--- src/hdl/seed_key_security_access_macros.svh ---
// Assertion macros shared by the seed/key unlock engine modules.
// Included by the files that carry concurrent checks; no other dependencies.
`ifndef SEED_KEY_SECURITY_ACCESS_MACROS_SVH
`define SEED_KEY_SECURITY_ACCESS_MACROS_SVH

// Same-cycle implication, disabled while reset is asserted
`define SKSA_ASSERT_IMP(label, clk, rst_n, ante, cons, msg) \
	label: assert property (@(posedge clk) disable iff (!rst_n) (ante) |-> (cons)) \
		else $error(msg);

// Next-cycle implication, disabled while reset is asserted
`define SKSA_ASSERT_NXT(label, clk, rst_n, ante, cons, msg) \
	label: assert property (@(posedge clk) disable iff (!rst_n) (ante) |=> (cons)) \
		else $error(msg);

`endif

--- src/hdl/sak_pkg.sv ---
// Shared types, codes and helpers for the seed/key unlock engine.
// No dependencies; imported by every module of the block.
`default_nettype none

package sak_pkg;

	// Operation codes of a request word
	typedef enum logic [1:0] {
		OP_SEED  = 2'd0,
		OP_KEY   = 2'd1,
		OP_TICK  = 2'd2,
		OP_CLEAR = 2'd3
	} sak_op_t;

	// Response status
	typedef enum logic [1:0] {
		ST_POS   = 2'd0,
		ST_NEG   = 2'd1,
		ST_PARAM = 2'd2
	} sak_status_t;

	// Negative response codes
	typedef enum logic [2:0] {
		NRC_NONE     = 3'd0,
		NRC_SUBFN    = 3'd1,
		NRC_ATTEMPTS = 3'd2,
		NRC_SEQUENCE = 3'd3,
		NRC_DELAY    = 3'd4,
		NRC_LENGTH   = 3'd5,
		NRC_KEY      = 3'd6
	} sak_nrc_t;

	// Configuration register indexes
	typedef enum logic [1:0] {
		REG_LOCKOUT  = 2'd0,
		REG_TIMEOUT  = 2'd1,
		REG_ATTEMPTS = 2'd2,
		REG_MASK     = 2'd3
	} sak_reg_t;

	localparam int unsigned CFG_INDEX_W = 2;
	localparam int unsigned CFG_DATA_W  = 32;

	// Register reset values
	localparam logic [15:0] LOCKOUT_RESET  = 16'd300;
	localparam logic [15:0] TIMEOUT_RESET  = 16'd10;
	localparam logic [7:0]  ATTEMPTS_RESET = 8'd3;
	localparam logic [31:0] KEY_MASK_RESET = 32'hABCD1234;

	// Request word
	typedef struct packed {
		logic [1:0]  operation;
		logic [7:0]  sub_function;
		logic [31:0] key_value;
		logic [7:0]  key_length;
		logic [31:0] fresh_seed;
	} sak_req_t;

	// Response word
	typedef struct packed {
		logic [1:0]  status;
		logic [2:0]  negative_code;
		logic [7:0]  echo_level;
		logic [31:0] seed_out;
		logic [2:0]  response_length;
		logic [7:0]  open_level;
	} sak_rsp_t;

	// Classified command passed from front to back
	typedef struct packed {
		sak_op_t     op;
		logic [7:0]  level;
		logic [7:0]  want_level;
		logic        odd_level;
		logic        even_level;
		logic        klen_zero;
		logic        klen_match;
		logic [31:0] key;
		logic [31:0] fresh;
	} sak_cmd_t;

	// Right shift that aligns the mask to the seed's used bytes (at most four)
	function automatic int unsigned seed_shift(input int unsigned bytes);
		int unsigned eff;
		eff = (bytes > 4) ? 4 : bytes;
		return 8 * (4 - eff);
	endfunction

	// Bits of a 32-bit field that the seed occupies
	function automatic logic [31:0] seed_mask(input int unsigned bytes);
		logic [31:0] ones;
		ones = '1;
		return ones >> seed_shift(bytes);
	endfunction

endpackage

`default_nettype wire

--- src/hdl/seed_key_security_access.sv ---
// Top level of the seed/key unlock engine: front classifier, command queue, back end.
// Depends on sak_pkg, sak_front, sak_fifo and sak_back.
`default_nettype none

// Seed/key security-access engine. Request words (request seed, send key,
// one-second tick, state clear) enter on a valid/ready channel, are
// classified by the front end and queued in a two-word command queue; the
// back end executes one command per clock and registers one response word,
// so with the response side ready the block sustains one word per cycle.
// The accepting edge writes the word into the queue; the back end then
// takes it once its response register is free or draining and loads that
// register, after which the response is valid. Throughput is set by the
// single back-end state update per cycle. Configuration writes are registered
// and must be made while no word is in flight.
module seed_key_security_access import sak_pkg::*; #(
	parameter int unsigned SEED_BYTES = 4,
	parameter int unsigned TIMER_BITS = 16
) (
	input  wire logic                   clk,
	input  wire logic                   arst_n,
	input  wire logic                   req_valid,
	output logic                        req_ready,
	input  wire sak_req_t               req,
	output logic                        rsp_valid,
	input  wire logic                   rsp_ready,
	output sak_rsp_t                    rsp,
	input  wire logic                   cfg_write_en,
	input  wire logic [CFG_INDEX_W-1:0] cfg_index,
	input  wire logic [CFG_DATA_W-1:0]  cfg_data
);

	logic     push_valid;
	logic     push_ready;
	sak_cmd_t push_cmd;
	logic     cmd_valid;
	logic     cmd_ready;
	sak_cmd_t cmd;

	// Classification
	sak_front #(
		.SEED_BYTES(SEED_BYTES)
	) u_front (
		.req_valid (req_valid),
		.req_ready (req_ready),
		.req       (req),
		.push_valid(push_valid),
		.push_ready(push_ready),
		.cmd       (push_cmd)
	);

	// Decoupling queue
	sak_fifo #(
		.WIDTH($bits(sak_cmd_t)),
		.DEPTH(2)
	) u_fifo (
		.clk       (clk),
		.arst_n    (arst_n),
		.push_valid(push_valid),
		.push_ready(push_ready),
		.push_data (push_cmd),
		.pop_valid (cmd_valid),
		.pop_ready (cmd_ready),
		.pop_data  (cmd)
	);

	// Execution and response
	sak_back #(
		.SEED_BYTES(SEED_BYTES),
		.TIMER_BITS(TIMER_BITS)
	) u_back (
		.clk         (clk),
		.arst_n      (arst_n),
		.cmd_valid   (cmd_valid),
		.cmd_ready   (cmd_ready),
		.cmd         (cmd),
		.rsp_valid   (rsp_valid),
		.rsp_ready   (rsp_ready),
		.rsp         (rsp),
		.cfg_write_en(cfg_write_en),
		.cfg_index   (cfg_index),
		.cfg_data    (cfg_data)
	);

endmodule

`default_nettype wire

--- src/hdl/sak_front.sv ---
// Front end: takes request words and classifies them into commands.
// Depends on sak_pkg.
`default_nettype none

module sak_front import sak_pkg::*; #(
	parameter int unsigned SEED_BYTES = 4
) (
	input  wire logic     req_valid,
	output logic          req_ready,
	input  wire sak_req_t req,
	output logic          push_valid,
	input  wire logic     push_ready,
	output sak_cmd_t      cmd
);

	localparam logic [31:0] MASK = seed_mask(SEED_BYTES);
	localparam logic [7:0]  KLEN = 8'(SEED_BYTES);

	// Handshake goes straight to the queue
	assign push_valid = req_valid;
	assign req_ready  = push_ready;

	// Decode level parity, length checks and seed-width masking
	always_comb begin
		cmd.op         = sak_op_t'(req.operation);
		cmd.level      = req.sub_function;
		cmd.want_level = req.sub_function - 8'd1;
		cmd.odd_level  = (req.sub_function != 8'd0) && req.sub_function[0];
		cmd.even_level = (req.sub_function != 8'd0) && !req.sub_function[0];
		cmd.klen_zero  = (req.key_length == 8'd0);
		cmd.klen_match = (req.key_length == KLEN);
		cmd.key        = req.key_value & MASK;
		cmd.fresh      = req.fresh_seed & MASK;
	end

endmodule

`default_nettype wire

--- src/hdl/sak_fifo.sv ---
// Short flop-based command queue between front and back.
// Depends on sak_pkg and the assertion macro header.
`default_nettype none
`include "seed_key_security_access_macros.svh"

module sak_fifo import sak_pkg::*; #(
	parameter int unsigned WIDTH = 8,
	parameter int unsigned DEPTH = 2
) (
	input  wire logic             clk,
	input  wire logic             arst_n,
	input  wire logic             push_valid,
	output logic                  push_ready,
	input  wire logic [WIDTH-1:0] push_data,
	output logic                  pop_valid,
	input  wire logic             pop_ready,
	output logic [WIDTH-1:0]      pop_data
);

	localparam int unsigned PW = (DEPTH > 1) ? $clog2(DEPTH) : 1;
	localparam int unsigned CW = $clog2(DEPTH + 1);

	logic [WIDTH-1:0] mem_q [DEPTH];
	logic [PW-1:0]    wptr_q;
	logic [PW-1:0]    rptr_q;
	logic [CW-1:0]    count_q;
	logic             push_fire;
	logic             pop_fire;

	assign push_ready = (count_q != CW'(DEPTH));
	assign pop_valid  = (count_q != '0);
	assign pop_data   = mem_q[rptr_q];
	assign push_fire  = push_valid && push_ready;
	assign pop_fire   = pop_valid && pop_ready;

	// Storage, no reset needed
	always_ff @(posedge clk) begin
		if (push_fire) begin
			mem_q[wptr_q] <= push_data;
		end
	end

	// Pointers and fill count
	always_ff @(posedge clk or negedge arst_n) begin
		if (!arst_n) begin
			wptr_q  <= '0;
			rptr_q  <= '0;
			count_q <= '0;
		end else begin
			if (push_fire) begin
				wptr_q <= (wptr_q == PW'(DEPTH - 1)) ? '0 : wptr_q + 1'b1;
			end
			if (pop_fire) begin
				rptr_q <= (rptr_q == PW'(DEPTH - 1)) ? '0 : rptr_q + 1'b1;
			end
			if (push_fire && !pop_fire) begin
				count_q <= count_q + 1'b1;
			end else if (pop_fire && !push_fire) begin
				count_q <= count_q - 1'b1;
			end
		end
	end

	// Checks
	`SKSA_ASSERT_IMP(a_no_pop_empty, clk, arst_n, pop_ready && !pop_valid, !pop_fire, "pop from empty queue")
	`SKSA_ASSERT_NXT(a_count_up, clk, arst_n, push_fire && !pop_fire, count_q == CW'($past(count_q) + 1'b1), "fill count did not rise on push")
	`SKSA_ASSERT_IMP(a_count_bound, clk, arst_n, 1'b1, count_q <= CW'(DEPTH), "fill count above depth")

endmodule

`default_nettype wire

--- src/hdl/sak_back.sv ---
// Back end: configuration registers, unlock state and the registered response.
// Depends on sak_pkg and the assertion macro header.
`default_nettype none
`include "seed_key_security_access_macros.svh"

module sak_back import sak_pkg::*; #(
	parameter int unsigned SEED_BYTES = 4,
	parameter int unsigned TIMER_BITS = 16
) (
	input  wire logic                   clk,
	input  wire logic                   arst_n,
	input  wire logic                   cmd_valid,
	output logic                        cmd_ready,
	input  wire sak_cmd_t               cmd,
	output logic                        rsp_valid,
	input  wire logic                   rsp_ready,
	output sak_rsp_t                    rsp,
	input  wire logic                   cfg_write_en,
	input  wire logic [CFG_INDEX_W-1:0] cfg_index,
	input  wire logic [CFG_DATA_W-1:0]  cfg_data
);

	localparam int unsigned CW        = (TIMER_BITS > 16) ? TIMER_BITS : 16;
	localparam int unsigned SH        = seed_shift(SEED_BYTES);
	localparam logic [31:0] MASK      = seed_mask(SEED_BYTES);
	localparam logic [2:0]  RLEN_SEED = 3'((2 + SEED_BYTES) % 8);
	localparam logic [2:0]  RLEN_KEY  = 3'd2;

	// Configuration
	logic [15:0] lockout_q;
	logic [15:0] timeout_q;
	logic [7:0]  attempts_q;
	logic [31:0] key_mask_q;

	// Unlock state
	logic [31:0]           seed_q;
	logic                  seed_valid_q;
	logic [7:0]            pending_q;
	logic [7:0]            granted_q;
	logic [7:0]            fail_cnt_q;
	logic                  lock_q;
	logic [TIMER_BITS-1:0] lock_age_q;
	logic [TIMER_BITS-1:0] seed_age_q;

	logic [31:0]           seed_d;
	logic                  seed_valid_d;
	logic [7:0]            pending_d;
	logic [7:0]            granted_d;
	logic [7:0]            fail_cnt_d;
	logic                  lock_d;
	logic [TIMER_BITS-1:0] lock_age_d;
	logic [TIMER_BITS-1:0] seed_age_d;

	logic                  rsp_valid_q;
	sak_rsp_t              rsp_q;
	sak_rsp_t              rsp_d;
	logic                  fire;
	logic                  lock_expired;
	logic                  lock_holds;
	logic                  seed_stale;
	logic [7:0]            fail_base;
	logic [7:0]            fail_inc;
	logic [31:0]           expect_key;

	// Take a command whenever the response register is free or draining
	assign cmd_ready = !rsp_valid_q || rsp_ready;
	assign fire      = cmd_valid && cmd_ready;
	assign rsp_valid = rsp_valid_q;
	assign rsp       = rsp_q;

	// Shared compares
	assign lock_expired = lock_q && (CW'(lock_age_q) >= CW'(lockout_q));
	assign lock_holds   = lock_q && !lock_expired;
	assign seed_stale   = (CW'(seed_age_q) >= CW'(timeout_q));
	assign fail_base    = lock_expired ? 8'd0 : fail_cnt_q;
	assign fail_inc     = (fail_base != 8'hFF) ? fail_base + 8'd1 : fail_base;
	assign expect_key   = (seed_q ^ (key_mask_q >> SH)) & MASK;

	// Command execution
	always_comb begin
		seed_d       = seed_q;
		seed_valid_d = seed_valid_q;
		pending_d    = pending_q;
		granted_d    = granted_q;
		fail_cnt_d   = fail_cnt_q;
		lock_d       = lock_q;
		lock_age_d   = lock_age_q;
		seed_age_d   = seed_age_q;

		rsp_d.status          = ST_POS;
		rsp_d.negative_code   = NRC_NONE;
		rsp_d.echo_level      = 8'd0;
		rsp_d.seed_out        = 32'd0;
		rsp_d.response_length = 3'd0;

		case (cmd.op)
			OP_SEED: begin
				if (!cmd.odd_level) begin
					rsp_d.status        = ST_NEG;
					rsp_d.negative_code = NRC_SUBFN;
				end else begin
					if (lock_expired) begin
						lock_d     = 1'b0;
						fail_cnt_d = 8'd0;
					end
					if (lock_holds) begin
						rsp_d.status        = ST_NEG;
						rsp_d.negative_code = NRC_ATTEMPTS;
					end else if (granted_q == cmd.level) begin
						rsp_d.echo_level      = cmd.level;
						rsp_d.response_length = RLEN_SEED;
					end else begin
						seed_d                = cmd.fresh;
						seed_valid_d          = 1'b1;
						pending_d             = cmd.level;
						seed_age_d            = '0;
						rsp_d.echo_level      = cmd.level;
						rsp_d.seed_out        = cmd.fresh;
						rsp_d.response_length = RLEN_SEED;
					end
				end
			end
			OP_KEY: begin
				if (cmd.klen_zero) begin
					rsp_d.status = ST_PARAM;
				end else if (!cmd.even_level) begin
					rsp_d.status        = ST_NEG;
					rsp_d.negative_code = NRC_SUBFN;
				end else begin
					if (lock_expired) begin
						lock_d     = 1'b0;
						fail_cnt_d = 8'd0;
					end
					if (lock_holds) begin
						rsp_d.status        = ST_NEG;
						rsp_d.negative_code = NRC_ATTEMPTS;
					end else if (!seed_valid_q || (pending_q != cmd.want_level)) begin
						rsp_d.status        = ST_NEG;
						rsp_d.negative_code = NRC_SEQUENCE;
					end else if (seed_stale) begin
						seed_valid_d        = 1'b0;
						rsp_d.status        = ST_NEG;
						rsp_d.negative_code = NRC_DELAY;
					end else if (!cmd.klen_match) begin
						rsp_d.status        = ST_NEG;
						rsp_d.negative_code = NRC_LENGTH;
					end else if (cmd.key != expect_key) begin
						// wrong key: count it, maybe lock out
						seed_valid_d = 1'b0;
						fail_cnt_d   = fail_inc;
						rsp_d.status = ST_NEG;
						if (fail_inc >= attempts_q) begin
							lock_d              = 1'b1;
							lock_age_d          = '0;
							rsp_d.negative_code = NRC_ATTEMPTS;
						end else begin
							rsp_d.negative_code = NRC_KEY;
						end
					end else begin
						seed_valid_d          = 1'b0;
						fail_cnt_d            = 8'd0;
						granted_d             = cmd.want_level;
						rsp_d.echo_level      = cmd.level;
						rsp_d.response_length = RLEN_KEY;
					end
				end
			end
			OP_TICK: begin
				if (seed_age_q != '1) begin
					seed_age_d = seed_age_q + 1'b1;
				end
				if (lock_age_q != '1) begin
					lock_age_d = lock_age_q + 1'b1;
				end
			end
			OP_CLEAR: begin
				seed_d       = 32'd0;
				seed_valid_d = 1'b0;
				pending_d    = 8'd0;
				granted_d    = 8'd0;
				fail_cnt_d   = 8'd0;
				lock_d       = 1'b0;
				lock_age_d   = '0;
				seed_age_d   = '0;
			end
			default: begin
			end
		endcase

		rsp_d.open_level = granted_d;
	end

	// Configuration registers
	always_ff @(posedge clk or negedge arst_n) begin
		if (!arst_n) begin
			lockout_q  <= LOCKOUT_RESET;
			timeout_q  <= TIMEOUT_RESET;
			attempts_q <= ATTEMPTS_RESET;
			key_mask_q <= KEY_MASK_RESET;
		end else if (cfg_write_en) begin
			case (cfg_index)
				REG_LOCKOUT:  lockout_q  <= cfg_data[15:0];
				REG_TIMEOUT:  timeout_q  <= cfg_data[15:0];
				REG_ATTEMPTS: attempts_q <= cfg_data[7:0];
				REG_MASK:     key_mask_q <= cfg_data;
				default: begin
				end
			endcase
		end
	end

	// Unlock state and response valid
	always_ff @(posedge clk or negedge arst_n) begin
		if (!arst_n) begin
			seed_q       <= 32'd0;
			seed_valid_q <= 1'b0;
			pending_q    <= 8'd0;
			granted_q    <= 8'd0;
			fail_cnt_q   <= 8'd0;
			lock_q       <= 1'b0;
			lock_age_q   <= '0;
			seed_age_q   <= '0;
			rsp_valid_q  <= 1'b0;
		end else begin
			if (fire) begin
				seed_q       <= seed_d;
				seed_valid_q <= seed_valid_d;
				pending_q    <= pending_d;
				granted_q    <= granted_d;
				fail_cnt_q   <= fail_cnt_d;
				lock_q       <= lock_d;
				lock_age_q   <= lock_age_d;
				seed_age_q   <= seed_age_d;
				rsp_valid_q  <= 1'b1;
			end else if (rsp_ready) begin
				rsp_valid_q <= 1'b0;
			end
		end
	end

	// Response payload
	always_ff @(posedge clk) begin
		if (fire) begin
			rsp_q <= rsp_d;
		end
	end

	// Checks
	`SKSA_ASSERT_IMP(a_lock_has_failures, clk, arst_n, lock_q, fail_cnt_q != 8'd0, "lockout without failures")
	`SKSA_ASSERT_IMP(a_pending_odd, clk, arst_n, seed_valid_q, pending_q[0], "valid seed for even level")
	`SKSA_ASSERT_IMP(a_granted_odd, clk, arst_n, granted_q != 8'd0, granted_q[0], "even level unlocked")

endmodule

`default_nettype wire
--- config.mk ---
export PLATFORM = sky130hd
export DESIGN_NAME = seed_key_security_access
export DESIGN_NICKNAME = d
export VERILOG_FILES = /design/src/hdl/sak_pkg.sv /design/src/hdl/seed_key_security_access.sv /design/src/hdl/sak_front.sv /design/src/hdl/sak_fifo.sv /design/src/hdl/sak_back.sv
export VERILOG_INCLUDE_DIRS = /design/src /design/src/hdl
export SDC_FILE = /design/constraint.sdc
export NUM_CORES = 1
export LEC_CHECK = 0
export BUFFER_PORTS_ARGS = -buffer_cell sky130_fd_sc_hd__buf_2
export CAP_MARGIN = 20
export CELL_PAD_IN_SITES_DETAIL_PLACEMENT = 0
export CELL_PAD_IN_SITES_GLOBAL_PLACEMENT = 2
export CORE_ASPECT_RATIO = 1.4
export CORE_MARGIN = 4
export CORE_UTILIZATION = 30
export DETAILED_ROUTE_END_ITERATION = 8
export GPL_TIMING_DRIVEN = 1
export PLACE_DENSITY_LB_ADDON = 0.25
export REMOVE_ABC_BUFFERS = 1
export SYNTH_ARGS = -nofsm -noshare
export SYNTH_HDL_FRONTEND = slang
export SYNTH_SLANG_ARGS = --single-unit
--- constraint.sdc ---
create_clock -name clk -period 4.5 [get_ports clk]
set_input_delay 0.45 -clock clk [delete_from_list [all_inputs] [get_ports clk]]
set_output_delay 0.45 -clock clk [all_outputs]
set_load 0.03 [all_outputs]
[Word-level counts from Yosys, hierarchy flattened]
Memories as Yosys holds them, arrays and structs flattened.
Index checks and enable logic that the tools add are counted.
Storage, ports and cells
  bits in writable memories: 172
  output and inout bits: 58
  input port bits: 121
  memories kept: 1
  register bits: 223
  logic and storage cells: 202
  bits in read-only memories: 0
  latch bits: 0
Memories
  u_fifo.mem_q: depth 2, bits a word 86, rd ports 1, clocked after memory_dff 0, write ports 1, RTL line sak_fifo.sv:23  | logic [WIDTH-1:0] mem_q [DEPTH];
Operators by class
  mux-type cells: 100
  shift operators: 0
  equality and inequality tests: 28
  multiply operators: 0
  reduce and logical (&&, ||, !) cells: 37
  div/mod/pow operators: 0
  bitwise operators: 3
  add/subtract/negate cells: 8
  $lt $le $gt $ge: 3
Operators by type and width (count)
  $mux 16: 13
  $mux 8: 26
  $mux 32: 4
  $pmux 16 s3: 2
  $mux 43: 2
  $pmux 32 s2: 1
  $add 16x1->16 const B: 2
  $ge 16x16->1: 2
  $ne 16x16->1 const B: 2
  $ne 32x32->1: 1
  $pmux 8 s2: 2
  $xor 32x32->32: 1
  $pmux 13 s2: 1
  $mux 1: 25
  $mux 5: 5
  $pmux 8 s3: 1
  $mux 3: 7
  $ne 2x1->1 const B: 7
  $ne 2x2->1 const B: 7
  $mux 4: 3
  $mux 11: 1
  $reduce_and 11->1: 1
  $reduce_and 10->1: 1
  $reduce_and 5->1: 2
  other kinds (28): 60

[Longest topological paths before layout]
Gate-level depths: netlist of the first run.
  depth in word-level cells: 15
  depth in mapped cells: 24
  depth with buffers taken out: 22

[Cells and area by module]
Synthesis of the first run repeated with hierarchy kept, for this count alone.
Second synthesis, totals
  cell total of the unflattened synthesis: 1411
  area total of the unflattened synthesis: 18489.0 um^2
Modules (own cells, without submodules)
  sak_back: cells each 1023, area each 11223.3 um^2, times used 1, sequential area each 5759.3 um^2
  sak_fifo: cells each 286, area each 6521.3 um^2, times used 1, sequential area each 5265.0 um^2
  sak_front: cells each 102, area each 744.5 um^2, times used 1, sequential area each 0.0 um^2

[Worst setup path after synthesis of the first run]
OpenSTA, ideal clock, no wires.
  path type: reg2reg
  start: register u_fifo.count_q[0]
  end: memory u_fifo.mem_q[0][0] (netlist bit) (enable)
  clock period less this slack: 5.027 ns
  setup time: 0.531 ns
  stages on the path, launching flop included: 4
  required time: 3.969 ns
  path slack: -0.527 ns
  buffers on the path: 0
  arrival time: 4.496 ns
  cell sequence: dfrtp_1 nand2b_1 nand2_1 nor2_1
On the way
  longest elaborated chain between the ends: 4
Ends and longest elaborated chain
  start: declaration: RTL line sak_fifo.sv:26  | logic [CW-1:0] count_q;
  start signal: assignment: RTL line sak_fifo.sv:57  | count_q <= count_q + 1'b1;
  start signal: assignment: RTL line sak_fifo.sv:59  | count_q <= count_q - 1'b1;
  $ne 2x2->1: RTL line sak_fifo.sv:30  | assign push_ready = (count_q != CW'(DEPTH));
  named net req_ready: RTL line seed_key_security_access.sv:22  | output logic req_ready,
  $logic_and 1x1->1: RTL line sak_fifo.sv:33  | assign push_fire = push_valid && push_ready;
  $mux 1: RTL line sak_fifo.sv:38  | if (push_fire) begin
  $mux 1 (not written as such): RTL line sak_fifo.sv:39  | mem_q[wptr_q] <= push_data;
  end: declaration: RTL line sak_fifo.sv:23
The timed path passes the listed nets, and every way through them passes these cells.

[Worst setup path after layout of the first run]
  start: register u_back.lock_age_q[15]
  end: register u_back.lock_age_q[12]
On the way
  longest elaborated chain between the ends: 8
  elaborated cells between the ends (all ways): 14
  those cells by class: add/sub: 1; order compare: 2; eq/ne: 5; mux: 2; reduce/logical: 4
Ends and longest elaborated chain
  start: declaration: RTL line sak_back.sv:42  | logic [TIMER_BITS-1:0] lock_age_q;
  start signal: assignment: RTL line sak_back.sv:232  | lock_age_q <= lock_age_d;
  $ge 16x16->1: RTL line sak_back.sv:72  | assign lock_expired = lock_q && (CW'(lock_age_q) >= CW'(lockout_q));
  $logic_and 1x1->1: RTL line sak_back.sv:72
  $mux 8
  $add 8x1->8 / $ne 8x8->1 (equally long branches): RTL line sak_back.sv:76  | assign fail_inc = (fail_base != 8'hFF) ? fail_base + 8'd1 : fail_base;
  $mux 8: RTL line sak_back.sv:76
  $ge 8x8->1: RTL line sak_back.sv:152  | if (fail_inc >= attempts_q) begin
  $ne 2x1->1 (no source line)
  $reduce_and 11->1 (no source line) *
Mark *: on every way between the ends. The rest lies on a longest branch, timed or not.
A chain may end at the register's enable or synchronous reset.

==> impl_metrics.json, run 1 <==
{
  "die-area_um2": 61700,
  "setup_viol": 0,
  "port_buffers": 177,
  "gr-total-overflow": 0,
  "rsz0062_at_grt": "yes",
  "p_leak_uw": 0.00856,
  "slew_headroom_pct": 39.5,
  "ys.flop_type": "edfxtp_1",
  "wirelength_um": 47100,
  "htreeDepth": 2,
  "viasPerCell": 4.73,
  "core_um2": 56800,
  "outcome": "completed",
  "comb_power_share_pct": 29.8,
  "period_share_pct": 95.9,
  "first_global_vias": 11917,
  "min_to": "u_fifo.mem_q[0][8]",
  "num_vias": 11127,
  "max_freq_mhz": 232,
  "first_pass_iters": 6,
  "yosysMostFrequentCell": "edfxtp_1",
  "dr.first_iter.drc_count": 407,
  "p_total_uw": 12500,
  "post-synth-top-area-cell": "edfxtp_1",
  "syn_area_per_cell_um2": 13.0,
  "area_delta_synth_final_pct": 21.6,
  "route.detailed.drc": 0,
  "p_seq_share_pct": 42.2,
  "r2r_slack_ps": 180,
  "clock_tree.buffer_depth": 3,
  "wl_per_cell_um": 20.0,
  "nets": 1743,
  "p_switching_uw": 4270,
  "ir_drop_uv": 337,
  "crit_type": "reg2reg",
  "synth_area_um2": 17300,
  "dp_hpwl_um": 33000,
  "worstSetupStartpointType": "flip-flop",
  "synth.top_cells.by_count": "edfxtp_1, dfrtp_1, nand2_1",
  "synth_edf_count": 227,
  "ys_types": 63,
  "synth_seq_cells": 394,
  "grt_max_degree": 89,
  "clk_latency_ps": 560,
  "reg2reg_from": "u_back.lock_age_q[15]",
  "clkPwrFrac_pct": 28.0,
  "worstReg2RegEnd": "u_back.lock_age_q[12]",
  "nFillCells": 5570,
  "slew_viol_final": 0,
  "clkTransAtPathRegs_ps": 60,
  "p_sw_share_pct": 34.3,
  "ys_async_sr_fraction_pct": 42.4,
  "syn_inst": 1334,
  "antenna_found_initial": 13,
  "r2r_cells": 23,
  "cts.sinks": 394,
  "rows": 103,
  "drive_above_1_share_pct": 27.0,
  "ios": 179,
  "cts_tree": "yes",
  "cp-end-kind": "flip-flop",
  "track_usage_pct": 15.2,
  "grt_pass1_wl_um": 72400,
  "gp_congestion": 0.805,
  "synth_warnings": 0,
  "max-cap-violations": 0,
  "hold_depth": 1,
  "min_from": "req[8]",
  "arrival_ps": 4800,
  "p_int_uw": 8190,
  "required_ps": 4980,
  "finClkSkew_ps": 12.8,
  "crit_fanout": 8,
  "cts_made_buffers": 43,
  "initial_core_util_pct": 30.5,
  "synthTopCellsByArea": "edfxtp_1, dfrtp_1, mux2i_1",
  "post-route-util_pct": 37.0,
  "yosysSeqAreaShare_pct": 63.7,
  "hold_path.class": "in2reg",
  "worstMarginPinSlew_ps": 904,
  "synth_top_cell_area_share_pct": 39.4,
  "drtAntennaViolNets": 0,
  "finalCriticalPeriod_ps": 4320,
  "fp.dieH_um": 292,
  "die_w_um": 211,
  "powerDensity_nw_per_um2": 592,
  "cts-root-buf": "clkbuf_16",
  "hold_violations": 0
}
[cells in the final DEF, fill, tap and decap left out, drive strengths merged, types with 11 or more instances in the layout]
cell type  netlist  routed
nand2b          11      11
edfxtp         227     227
clkbuf          25      62
dfstp           23      23
buf             21     242
nand4           23      23
a21oi           37      37
nand3           26      26
a31oi           13      13
nor2            91      91
mux2i           87      87
nor3            26      26
xnor2           89      89
mux2            63      63
dfrtp          144     144
o21ai           95      95
nand2          119     119
clkinv           0      13
inv             54      56
ha              45      45
[area by class of cell]
type	count	area, µm²	area share (%)
clock inverters	19	186	0.886
multi-input cells	840	6050	28.8
well taps	735	920	4.37
clock buffers	61	1190	5.68
inverters	54	204	0.969
flip-flops and latches	394	11000	52.4
diodes	6	15.0	0.0713
repair buffers	244	1450	6.88
[routing by layer]
metal	GRT usage, %	vias to the layer above	share of wire [%]
li1	-	5329	-
met1	18.6	5499	41
met2	26.7	207	51
met3	3.39	80	5.3
met4	4.52	12	2.7
met5	0	-	0.15
[cells by family (layout without fill, tap and decap cells)]
kind of cell | after synthesis | in the layout | synth area share, %
buffers and inverters | 100 | 378 | 2.55
other | 1 | 7 | 0.0217
AOI/OAI and AO/OA | 203 | 203 | 7.11
xor gates and xnor gates | 95 | 95 | 4.81
DFF | 394 | 394 | 63.7
muxes | 150 | 150 | 9.17
adders and majority gates | 45 | 45 | 3.25
and+or+nand+nor | 346 | 346 | 9.40
[worst max path at each step]
stage | startpoint | end | slack, ps | cells after the start
after floorplan | u_fifo.rptr_q | u_back.pending_q[0] | -1210 | 8
after global placement | u_back.lockout_q[8] | u_back.lock_age_q[15] | -400 | 24
after detailed placement | u_back.lock_age_q[15] | u_back.lock_age_q[9] | -400 | 23
after CTS | u_back.lockout_q[8] | u_back.lock_age_q[9] | 6 | 24
after global routing | u_back.lockout_q[5] | u_back.lock_age_q[11] | -50 | 24
final | u_back.lock_age_q[15] | u_back.lock_age_q[12] | 180 | 23
[sequential cells by signal, summed over array words and instances, names as in the netlist]
| name | flops |
|---|---|
| u_back.rsp_valid | 1 |
| u_back.lockout_q | 16 |
| u_back.seed_valid_q | 1 |
| u_back.rsp | 55 |
| u_fifo.count_q | 2 |
| u_back.seed_age_q | 16 |
| u_fifo.mem_q | 172 |
| u_fifo.rptr_q | 1 |
| u_back.lock_q | 1 |
| u_back.seed_q | 32 |
| u_back.timeout_q | 16 |
| u_back.key_mask_q | 32 |
| u_back.fail_cnt_q | 8 |
| u_back.attempts_q | 8 |
| u_back.lock_age_q | 16 |
| u_fifo.wptr_q | 1 |
| u_back.granted_q | 8 |
| u_back.pending_q | 8 |
[power by group through the flow]
| stage | combinational [µW] | sequential [µW] | clock [µW] |
|---|---|---|---|
| 6_report | 3710 | 5250 | 3490 |
| 5_1_grt | 4080 | 5350 | 3750 |
| 4_1_cts | 3800 | 5270 | 3620 |
| 3_5_place_dp | 3770 | 5330 | 0 |
| 3_3_place_gp | 3760 | 5310 | 0 |
| 2_1_floorplan | 2010 | 5760 | 0 |
[stage by stage]
| stage | instance area, µm² | setup TNS, ps | std cells | hold WS [ps] | worst slack [ps] |
|---|---|---|---|---|---|
| floorplan | 17100 | -164660 | 1288 | 154 | -1210 |
| global placement | 19400 | -5880 | 2262 | 483 | -402 |
| detailed placement | 19400 | -5760 | 2262 | 491 | -402 |
| CTS | 20900 | 0 | 2345 | 33.5 | 6.05 |
| global route | 21000 | -316 | 2348 | 38.3 | -49.8 |
| finish | 21000 | 0 | 2353 | 73.3 | 184 |
[critical path: stages, from the launching register on]
cell	delay, ps
dfrtp_1	400
ha_1	340
nand4_1	170
buf_4	150
nor2_1	40
a21oi_2	230
a31oi_4	140
nor2b_1	150
ha_2	200
and3_4	200
nand2_2	70
nor2_2	150
nor2_2	50
nor3_2	230
ha_1	320
a2111oi_4	290
buf_4	160
nand2b_1	60
o21ai_2	160
buf_6	130
nor2_4	40
a31o_4	270
buf_4	170
a2bb2oi_2	110
[what timing repair did]
item / in CTS / in global routing
setup buffers: 2 / 1
hold buffers: 1 / 0
hold endpoints to repair: 18 / 0
resized for setup: 10 / 27
setup endpoints to repair: 18 / 18
gates cloned: 0 / 0
pin swaps: 6 / 15
(Power assumes the default switching activity.)
==> run 2, diff against run 1 <==
--- a/config.mk
+++ b/config.mk
@@ -19,4 +19,5 @@
 export REMOVE_ABC_BUFFERS = 1
 export SYNTH_ARGS = -nofsm -noshare
 export SYNTH_HDL_FRONTEND = slang
+export SYNTH_HIERARCHICAL = 1
 export SYNTH_SLANG_ARGS = --single-unit
==> constraint.sdc (replaced) <==
create_clock -name clk -period 4.5 [get_ports clk]
set_input_delay 0.45 -clock clk [delete_from_list [all_inputs] [get_ports clk]]
set_output_delay 0.45 -clock clk [all_outputs]
set_load 0.1 [all_outputs]
==> impl_metrics.json, run 2 <==
{
  "final_cell_mix": "edfxtp_1, buf_2, dfrtp_1, nand2_1, mux2_2",
  "rows": 107,
  "cts_made_buffers": 43,
  "crit_fanout": 8,
  "rsz0062_at_grt": "yes",
  "yosysMostFrequentCell": "edfxtp_1",
  "first_global_vias": 11960,
  "ir_drop_uv": 370,
  "syn_inst": 1411,
  "synth.top_cells.by_count": "edfxtp_1, dfrtp_1, nand2_1",
  "syn_area_per_cell_um2": 13.1,
  "htreeDepth": 2,
  "initial_core_util_pct": 30.4,
  "cts.sinks": 394,
  "synth_area_um2": 18500,
  "gp_congestion": 0.752,
  "largest_reg_flops": 172,
  "ys.flop_type": "edfxtp_1",
  "postCtsHoldBufs": 0,
  "core_um2": 60900,
  "cts-root-buf": "clkbuf_16",
  "wl_per_cell_um": 20.0,
  "area_delta_synth_final_pct": 18.3,
  "port_buffers": 177,
  "hold_violations": 0,
  "worst_slack_ps": 167,
  "p_seq_share_pct": 36.6,
  "multiInputGateArea_um2": 6720,
  "seqCellArea_um2": 11000,
  "comb_power_share_pct": 37.8,
  "layout_commonest_cell": "edfxtp_1",
  "required_ps": 4990,
  "synth_top_cell_area_share_pct": 36.9,
  "grt_pass1_wl_um": 73700,
  "synth_edf_count": 227,
  "max-cap-violations": 0,
  "drive_above_1_share_pct": 32.9,
  "arrival_ps": 4820,
  "worstReg2RegEnd": "u_back/lock_age_q[1]",
  "max_freq_mhz": 231,
  "ios": 179,
  "r2r_cells": 24,
  "ys_async_sr_fraction_pct": 42.4,
  "pre_cts_ws_ps": -354,
  "gr-total-overflow": 0,
  "nFillCells": 5969,
  "ys_types": 69,
  "track_usage_pct": 14.7,
  "p_sw_share_pct": 38.5,
  "clkPwrFrac_pct": 25.6,
  "cp-end-kind": "flip-flop",
  "p_switching_uw": 5520,
  "antenna_found_initial": 10,
  "cts_tree": "yes",
  "finClkSkew_ps": 26.3,
  "hold_path.class": "in2async",
  "crit_path_start": "u_back/lockout_q[5]",
  "route.detailed.drc": 0,
  "clock_tree.buffer_depth": 3,
  "reg2reg_from": "u_back/lockout_q[5]",
  "finalCriticalPeriod_ps": 4330,
  "die-area_um2": 65700,
  "period_share_pct": 96.3,
  "r2r_slack_ps": 170,
  "dr.first_iter.drc_count": 363,
  "synth_warnings": 6,
  "yosysSeqAreaShare_pct": 59.6,
  "grt_max_degree": 86,
  "powerDensity_nw_per_um2": 656,
  "postPlaceCellArea_um2": 20100,
  "slew_headroom_pct": 29.7,
  "p_leak_uw": 0.00894,
  "dp_hpwl_um": 32500,
  "fp.dieH_um": 302,
  "outcome": "completed",
  "clkTransAtPathRegs_ps": 60,
  "synthTopCellsByArea": "edfxtp_1, dfrtp_1, mux2_2",
  "setup_viol": 0,
  "clk_latency_ps": 570,
  "final_area_um2": 21900,
  "die_w_um": 218,
  "drtAntennaViolNets": 0,
  "p_int_uw": 8820,
  "p_total_uw": 14300,
  "worstSetupStartpointType": "flip-flop",
  "post-synth-top-area-cell": "edfxtp_1",
  "slew_viol_final": 0,
  "viasPerCell": 4.57,
  "wirelength_um": 48400,
  "nets": 1738,
  "post-route-util_pct": 35.9,
  "crit_type": "reg2reg",
  "top_register": "u_fifo/mem_q",
  "crit_end": "u_back/lock_age_q[1]",
  "num_vias": 11086,
  "fin_hold_ws_ps": 1.28,
  "worstMarginPinSlew_ps": 1050,
  "first_pass_iters": 4,
  "synth_seq_cells": 394
}
[run 2: cell types whose count changed in the layout (fill, tap and decap cells not counted), moves of 8 or more]
cell       delta
a22o_1       +22
and2_1       +39
mux2_2       +51
mux2_4       +31
mux2i_1      -83
nand2_1      +22
nand4_1      -10
nor2_1       -42
nor3_1       +12
o21ai_0      -59
o21ai_1      +39
o2bb2ai_2     +8
xnor2_1      -39
xnor3_1      +24
[run 2: final cells by class]
cell class                      count  share of cell area (%)
Tap cell                          817                    4.67
Inverter                           52                   0.898
Sequential cell                   394                    50.4
Clock buffer                       56                    5.33
Multi-Input combinational cell    839                    30.7
Timing Repair Buffer              242                    6.62
Antenna cell                        1                  0.0114
Clock inverter                     24                    1.29
[run 2: worst min path at each step]
| stage | end | slack [ps] | cells past startpoint |
|---|---|---|---|
| floorplan | u_back/attempts_q[2] | 150 | 0 |
| global placement | u_fifo/count_q[1] | 480 | 1 |
| detailed placement | u_fifo/count_q[1] | 480 | 1 |
| CTS | u_back/fail_cnt_q[3] | 30 | 1 |
| global route | u_fifo/mem_q[0][32] | 30 | 1 |
| finish | u_back/fail_cnt_q[3] | 1 | 1 |
[run 2: cell families (layout without fill, tap and decap cells)]
logic type / Yosys count / count (layout) / synth area share [%]
multiplexers: 147 / 147 / 9.55
adder cells (fa/ha/maj): 45 / 45 / 3.05
buffers and inverters: 178 / 374 / 5.48
other: 1 / 2 / 0.0203
AO/OA/AOI/OAI: 188 / 188 / 6.46
XOR/XNOR: 80 / 80 / 5.58
flip-flops: 394 / 394 / 59.6
AND/OR/NAND/NOR: 378 / 378 / 10.2
[run 2: what timing repair did]
| action | in CTS | in global routing |
|---|---|---|
| pin swaps | 15 | 17 |
| gates resized for setup | 27 | 20 |
| setup buffers | 5 | 2 |
| gates cloned | 1 | 0 |
| endpoints found under the setup margin | 18 | 18 |
[run 2: metal layers]
layer	share of wire, %	routed length, µm	up-vias	GRT usage, %
li1	-	-	5328	-
met1	42	20200	5501	18.1
met2	52	25400	175	26.7
met3	3.6	1750	72	2.71
met4	2.0	952	10	3.30
met5	0.14	67	-	0
[run 2: per-stage QoR]
stage	setup TNS (ps)	std cells
after detailed placement	-5460	2336
after global routing	-802	2424
after floorplan	-232560	1285
final	0	2425
after global placement	-3250	2336
after CTS	0	2422
[run 2: power groups by stage]
stage | registers (µW) | clock network [µW] | logic, µW
5_1_grt | 5340 | 3960 | 5850
6_report | 5240 | 3670 | 5430
4_1_cts | 5260 | 3810 | 5520
2_1_floorplan | 6810 | 0 | 2480
3_5_place_dp | 5320 | 0 | 5440
3_3_place_gp | 5290 | 0 | 5420
[run 2: critical path, stage by stage (launching register included)]
cell and delay (ps):
dfstp_2 530, inv_2 40, ha_4 200, a21o_1 180, a221oi_2 230, o21ai_1 140
a21o_1 220, nand2_2 100, and2_4 160, ha_4 140, and3_4 210, nand2_4 70
nor2_4 150, xnor2_1 130, nor2_1 60, ha_1 300, nand2b_4 130, a21o_1 160
a21oi_2 150, o21ai_2 80, o41ai_4 250, nor3_2 80, o21bai_2 210, buf_6 190
a22o_1 150
